===== config.mk =====
export PLATFORM = sky130hd
export DESIGN_NAME = rgb565_to_uyvy_converter
export DESIGN_NICKNAME = d
export VERILOG_FILES = /design/src/rtl/r2u_pkg.sv /design/src/rtl/rgb565_to_uyvy_converter.sv
export SDC_FILE = /design/constraint.sdc
export NUM_CORES = 1
export LEC_CHECK = 0
export BUFFER_PORTS_ARGS = -buffer_cell sky130_fd_sc_hd__buf_2
export CAP_MARGIN = 20
export CORE_UTILIZATION = 50
export DETAILED_ROUTE_END_ITERATION = 6
export GPL_TIMING_DRIVEN = 0
export PLACE_DENSITY = 0.68
export SYNTH_ARGS = -nofsm -noshare
export SYNTH_HDL_FRONTEND = slang
export SYNTH_SLANG_ARGS = --single-unit
export TNS_END_PERCENT = 5

===== constraint.sdc =====
create_clock -name clk -period 5.6 [get_ports clk]
set_input_delay 0.56 -clock clk [delete_from_list [all_inputs] [get_ports clk]]
set_output_delay 0.56 -clock clk [all_outputs]
set_load 0.01 [all_outputs]

===== src/rtl/r2u_pkg.sv =====
// Package for the RGB565 to UYVY converter: field widths, register indexes
// and the constant lookup tables built at elaboration. No dependencies.
`default_nettype none

package r2u_pkg;

    localparam int PIXEL_W = 16;
    localparam int WORD_W = 32;
    localparam int COL_W = 12;
    localparam int CFG_DATA_W = 12;
    localparam int CFG_INDEX_W = 1;
    localparam int COMP_W = 5;
    localparam int WEIGHT_W = 21;
    localparam int SUM_W = WEIGHT_W + 1;
    localparam int VYU_W = 24;

    localparam logic [CFG_INDEX_W-1:0] REG_ROW_WIDTH = 1'd0;
    localparam logic [CFG_INDEX_W-1:0] REG_DOUBLE_WIDTH = 1'd1;

    localparam logic [COL_W-1:0] ROW_WIDTH_RESET = 12'd320;

    typedef logic [WEIGHT_W-1:0] luma_rom_t [32];
    typedef logic [7:0] byte_rom_t [64];
    typedef logic [7:0] luma_byte_rom_t [32];

    // Rounds to 24 significant bits, ties to even.
    function automatic logic [63:0] round24(input logic [63:0] n);
        int len;
        int drop;
        logic [63:0] q;
        logic [63:0] rem;
        logic [63:0] half;
        len = 0;
        for (int i = 0; i < 64; i++)
        begin
            if (n[i])
            begin
                len = i + 1;
            end
        end
        if (len <= 24)
        begin
            return n;
        end
        drop = len - 24;
        q = n >> drop;
        rem = n & ((64'd1 << drop) - 64'd1);
        half = 64'd1 << (drop - 1);
        if (rem > half || (rem == half && q[0]))
        begin
            q = q + 64'd1;
        end
        return q << drop;
    endfunction

    function automatic luma_rom_t build_luma_rom(input logic [63:0] mant, input int e);
        luma_rom_t rom;
        int s;
        logic [63:0] p;
        logic [63:0] q;
        s = e - 16;
        for (int i = 0; i < 32; i++)
        begin
            p = round24(mant * 64'(i));
            q = round24(p + (64'd1 << (s - 1)));
            rom[i] = WEIGHT_W'(q >> s);
        end
        return rom;
    endfunction

    // Indexed by the six-bit two's complement difference.
    function automatic byte_rom_t build_chroma_rom(input logic [63:0] mant);
        byte_rom_t rom;
        int d;
        int mag;
        int t;
        int v;
        for (int k = 0; k < 64; k++)
        begin
            d = (k < 32) ? k : k - 64;
            mag = (d < 0) ? -d : d;
            t = int'(round24(mant * 64'(mag)) >> 21);
            v = ((d < 0) ? -t : t) + 128;
            if (v < 0)
            begin
                v = 0;
            end
            if (v > 255)
            begin
                v = 255;
            end
            rom[k] = 8'(v);
        end
        return rom;
    endfunction

    function automatic luma_byte_rom_t build_luma_byte_rom();
        luma_byte_rom_t rom;
        for (int i = 0; i < 32; i++)
        begin
            rom[i] = 8'(16 + (219 * i) / 32);
        end
        return rom;
    endfunction

    localparam luma_rom_t RED_WEIGHT = build_luma_rom(64'd10032775, 25);
    localparam luma_rom_t GREEN_WEIGHT = build_luma_rom(64'd9848226, 24);
    localparam luma_rom_t BLUE_WEIGHT = build_luma_rom(64'd15300821, 27);
    localparam byte_rom_t U_TABLE = build_chroma_rom(64'd9479127);
    localparam byte_rom_t V_TABLE = build_chroma_rom(64'd11962155);
    localparam luma_byte_rom_t LUMA_BYTE = build_luma_byte_rom();

endpackage

`default_nettype wire


===== src/rtl/rgb565_to_uyvy_converter.sv =====
// Top level of the RGB565 to UYVY converter: column tracking, pixel
// conversion and the output register. Depends on r2u_pkg.
`default_nettype none

// Takes one RGB565 pixel per beat and emits packed UYVY words, one per pixel
// in double-width mode or one per pixel pair otherwise, with chroma from the
// even pixel. Conversion is table lookups, a three-term add and two subtracts
// between the input handshake and a single output register, so a pixel is
// accepted in every cycle unless the output word is stalled. Pixels at or
// past the last multiple of four in a row give no word; m_tlast marks the
// last word of each row.
module rgb565_to_uyvy_converter
    import r2u_pkg::*;
#(
    parameter int MAX_ROW_WIDTH = 4096
)
(
    input  wire logic                   clk,
    input  wire logic                   rst_n,
    input  wire logic                   s_tvalid,
    output logic                        s_tready,
    input  wire logic [PIXEL_W-1:0]     s_tdata,   // pixel[15:0]
    output logic                        m_tvalid,
    input  wire logic                   m_tready,
    output logic [WORD_W-1:0]           m_tdata,   // uyvy_word[31:0]
    output logic                        m_tlast,
    input  wire logic                   cfg_we,
    input  wire logic [CFG_INDEX_W-1:0] cfg_index,
    input  wire logic [CFG_DATA_W-1:0]  cfg_data
);

    logic [COL_W-1:0]  row_width_reg;
    logic              double_width_reg;
    logic [COL_W-1:0]  column_reg;
    logic [COL_W-1:0]  column_next;
    logic [VYU_W-1:0]  held_reg;
    logic [VYU_W-1:0]  held_next;
    logic              out_valid_reg;
    logic              out_valid_next;
    logic [WORD_W-1:0] out_word_reg;
    logic [WORD_W-1:0] out_word_next;
    logic              out_last_reg;
    logic              out_last_next;

    logic              accept;
    logic [COL_W-1:0]  width;
    logic [COL_W-1:0]  limit;
    logic [COL_W:0]    col_plus;
    logic [COMP_W-1:0] red;
    logic [COMP_W-1:0] green;
    logic [COMP_W-1:0] blue;
    logic [SUM_W-1:0]  luma_sum;
    logic [COMP_W-1:0] luma;
    logic [5:0]        b_diff;
    logic [5:0]        r_diff;
    logic [7:0]        y_byte;
    logic [VYU_W-1:0]  vyu;
    logic              emit;

    assign s_tready = !out_valid_reg || m_tready;
    assign accept = s_tvalid && s_tready;
    assign m_tvalid = out_valid_reg;
    assign m_tdata = out_word_reg;
    assign m_tlast = out_last_reg;

    always_comb
    begin
        red = s_tdata[15:11];
        green = s_tdata[10:6];
        blue = s_tdata[4:0];
        luma_sum = SUM_W'(RED_WEIGHT[red]) + SUM_W'(GREEN_WEIGHT[green])
                 + SUM_W'(BLUE_WEIGHT[blue]);
        luma = luma_sum[20:16];
        b_diff = {1'b0, blue} - {1'b0, luma};
        r_diff = {1'b0, red} - {1'b0, luma};
        y_byte = LUMA_BYTE[luma];
        vyu = {V_TABLE[r_diff], y_byte, U_TABLE[b_diff]};
    end

    always_comb
    begin
        if (32'(row_width_reg) < MAX_ROW_WIDTH)
        begin
            width = row_width_reg;
        end
        else
        begin
            width = COL_W'(MAX_ROW_WIDTH);
        end
        limit = {width[COL_W-1:2], 2'b00};
        col_plus = {1'b0, column_reg} + 1'b1;
        emit = (column_reg < limit) && (double_width_reg || column_reg[0]);
    end

    always_comb
    begin
        column_next = column_reg;
        held_next = held_reg;
        out_valid_next = out_valid_reg && !m_tready;
        out_word_next = out_word_reg;
        out_last_next = out_last_reg;
        if (accept)
        begin
            if (col_plus >= {1'b0, width})
            begin
                column_next = '0;
            end
            else
            begin
                column_next = col_plus[COL_W-1:0];
            end
            if (column_reg < limit && !double_width_reg && !column_reg[0])
            begin
                held_next = vyu;
            end
            if (emit)
            begin
                out_valid_next = 1'b1;
                out_last_next = (col_plus == {1'b0, limit});
                if (double_width_reg)
                begin
                    out_word_next = {y_byte, vyu};
                end
                else
                begin
                    out_word_next = {y_byte, held_reg};
                end
            end
        end
    end

    always_ff @(posedge clk or negedge rst_n)
    begin
        if (!rst_n)
        begin
            row_width_reg <= ROW_WIDTH_RESET;
            double_width_reg <= 1'b0;
        end
        else if (cfg_we)
        begin
            case (cfg_index)
                REG_ROW_WIDTH:
                begin
                    row_width_reg <= cfg_data;
                end
                REG_DOUBLE_WIDTH:
                begin
                    double_width_reg <= cfg_data[0];
                end
                default:
                begin
                    row_width_reg <= row_width_reg;
                end
            endcase
        end
    end

    always_ff @(posedge clk or negedge rst_n)
    begin
        if (!rst_n)
        begin
            column_reg <= '0;
            held_reg <= '0;
            out_valid_reg <= 1'b0;
        end
        else
        begin
            column_reg <= column_next;
            held_reg <= held_next;
            out_valid_reg <= out_valid_next;
        end
    end

    always_ff @(posedge clk)
    begin
        out_word_reg <= out_word_next;
        out_last_reg <= out_last_next;
    end

endmodule

`default_nettype wire

==> results_dict.tcl <==
set metrics [dict create \
    holdWs_ns 0.134 \
    p_leak_uw 0.00573 \
    async_reset_ff_share_pct 60.2 \
    synth.largest_area_cell "ha_1" \
    globalRouteMet2Util_pct 53.8 \
    largest_reg_flops 32 \
    dp_hpwl_um 23300 \
    gp_congestion 0.950 \
    worst-path-max-fanout 7 \
    hold_viol 0 \
    cp-startpoint "s_tdata[1]" \
    cp.required_ns 5.69 \
    die_y_um 145 \
    power.density_nw_per_um2 716 \
    fin_skew_ns 0.00694 \
    cts_tree "yes" \
    min_period_ns 6.39 \
    ir_drop_mv 0.524 \
    htreeDepth 3 \
    die_w_um 145 \
    io_buffer_count 65 \
    path_class "input pin to flip-flop" \
    clockBufferDepth 2 \
    fill_cells 1594 \
    diodes 0 \
    drive_gt1_share_pct 32.8 \
    clockRootBuffer "clkbuf_16" \
    grt_pass1_vias 10313 \
    fmax_mhz 157 \
    r2r-start "column_reg[3]" \
    setup_slack_ns -0.788 \
    rsz0062_at_grt "true" \
    drcViolationCount 2 \
    top_usage_layer "met2" \
    firstDrtPassIters 7 \
    clock-sinks 83 \
    track_usage_pct 30.7 \
    synth.area.top_cells "ha_1 (12%), dfrtp_1 (12%), edfxtp_1 (9.7%)" \
    wl_per_cell_um 19.4 \
    critPathLaunchType "input pin" \
    ant_nets 0 \
    gr-usage-met1_pct 38.2 \
    endpoint_kind "flip-flop" \
    period_share_pct 114 \
    violations "DRC, setup timing" \
    clk_pin_slew_ns 0.06 \
    arrival_ns 6.48 \
    slew_headroom_pct 38.6 \
    worst_path_max_delay_cell "fa_2" \
    wl_um 34100 \
    synth_nets 1464 \
    clk_latency_ns 0.34 \
    netlist-cell-type-count 79 \
    setup_violations 31 \
    antenna_found_initial 0 \
    hold_path_class "input pin to async pin" \
    status "complete, but fails checks" \
    fin_util_pct 69.3 \
    grt-ovfl-total 0 \
    nets 1639 \
    synthCells 1313 \
    grt_max_degree 36 \
    start_util_pct 51.8 \
    drv_cap 0 \
    p_total_uw 9790 \
    core_um2 19700 \
    tightest_slew_ns 0.918 \
    via_per_inst 6.31 \
    syn_to_final_growth_pct 33.8 \
    netlist_area_um2 10200 \
    max_stage_delay_ns 0.56 \
    ys_warn_count 0 \
    gr-usage-met3_pct 2.58 \
    die_area_um2 21000 \
    synth-edff-count 33 \
    drt_iter0_markers 1075 \
    synth.avg_cell_area_um2 7.78 \
    io_pins 69 \
    num_rows 51 \
    grt_pass1_wl_um 53100 \
    ys_seq_elements 83 \
    synth_top_area_share_pct 12.2 \
    numCtsBuffers 9 \
    drv_slew 0 \
    yosysSeqAreaShare_pct 22.0 \
    dominantRegCellSynth "dfrtp_1" \
    synthTopCellsByCount "a21oi_1 (126), nand2_1 (126), nor2_1 (120)" \
    vias 11100 \
]
-- power by group --
group          leakage (µW)  internal (µW)  total (µW)  switching [µW]
clock              0.000143            314         575             261
sequential         0.000912           1000        1130             124
combinational       0.00467           3600        8090            4490
-- what timing repair did --
| action | in CTS | in global routing |
|---|---|---|
| hold buffers | 0 | 0 |
| setup buffers | 67 | 36 |
| pin swaps | 58 | 79 |
| cloned | 1 | 0 |
| gates resized for setup | 209 | 171 |
| setup endpoints to repair | 56 | 52 |
-- layout make-up --
cell class / count / area, µm² / share of cell area (%)
timing repair buffer: 171 / 1260 / 9.19
sequential: 83 / 2240 / 16.4
clock inverter: 7 / 67.6 / 0.494
tap: 265 / 332 / 2.42
inverter: 81 / 379 / 2.77
clock buffer: 9 / 225 / 1.65
multi-input combinational: 1051 / 8450 / 61.8
buffer: 91 / 721 / 5.27
-- cells by family (layout without fill, tap and decap cells) --
| logic type | Yosys count | count (layout) | synth area share (%) |
|---|---|---|---|
| XOR/XNOR | 46 | 46 | 4.35 |
| adder cells (fa/ha/maj) | 122 | 122 | 16.1 |
| multiplexers | 55 | 55 | 6.27 |
| buffers and inverters | 179 | 359 | 6.81 |
| AO/OA/AOI/OAI | 453 | 453 | 28.0 |
| flip-flops | 83 | 83 | 22.0 |
| AND/OR/NAND/NOR | 375 | 375 | 16.5 |
-- layer usage --
metal / wire length [µm] / part of all wire (%) / up-vias
met3: 2040 / 6.0 / 134
met5: 0 / 0 / -
met4: 1780 / 5.2 / 0
met1: 13600 / 40 / 5244
li1: - / - / 5137
met2: 16600 / 49 / 585
-- final timing paths --
kind                                    endpoint  slack (ns)  cells after the start
worst max-delay path                 m_tdata[17]       -0.79                     29
worst min register to register       held_reg[8]        0.51                      1
worst max register to register      held_reg[17]        1.55                     12
worst min-delay path                held_reg[18]        0.13                      1
max in group asynchronous       row_width_reg[6]        4.87                      2
min in group clk                row_width_reg[5]        0.42                      3
-- cells in the final DEF (no fill, tap or decap), types with 24 or more instances in the layout --
cell type and n:
a21o_1 24, buf_4 93, nand2_1 116, nor2_1 102, edfxtp_1 33, dfrtp_1 48
mux2_2 28, nand3_1 31, a21oi_1 105, inv_1 60, o21ai_0 85, nor3_1 24
buf_2 70, clkbuf_2 27, ha_4 25, ha_1 70
-- critical path, delay by kind of cell --
| family | cells | cell delay (ns) |
|---|---|---|
| simple gates | 5 | 0.76 |
| compound gates | 12 | 2.50 |
| buf+inv | 5 | 0.49 |
| mux | 2 | 0.81 |
| xor+xnor | 1 | 0.12 |
| fa+ha+maj | 4 | 1.21 |
-- per-stage QoR --
stage	worst slack, ns	instances	TNS (ns)	instance area (µm²)
final	-0.788	1758	-16.88	13700
after global routing	-0.946	1758	-24.27	13700
after CTS	-0.703	1726	-14.39	12900
after detailed placement	-2.48	1645	-86.23	11300
after global placement	-2.48	1643	-93.18	11200
after floorplan	-0.870	1313	-17.43	10600
Note: power is estimated with default switching activity, not from simulation.
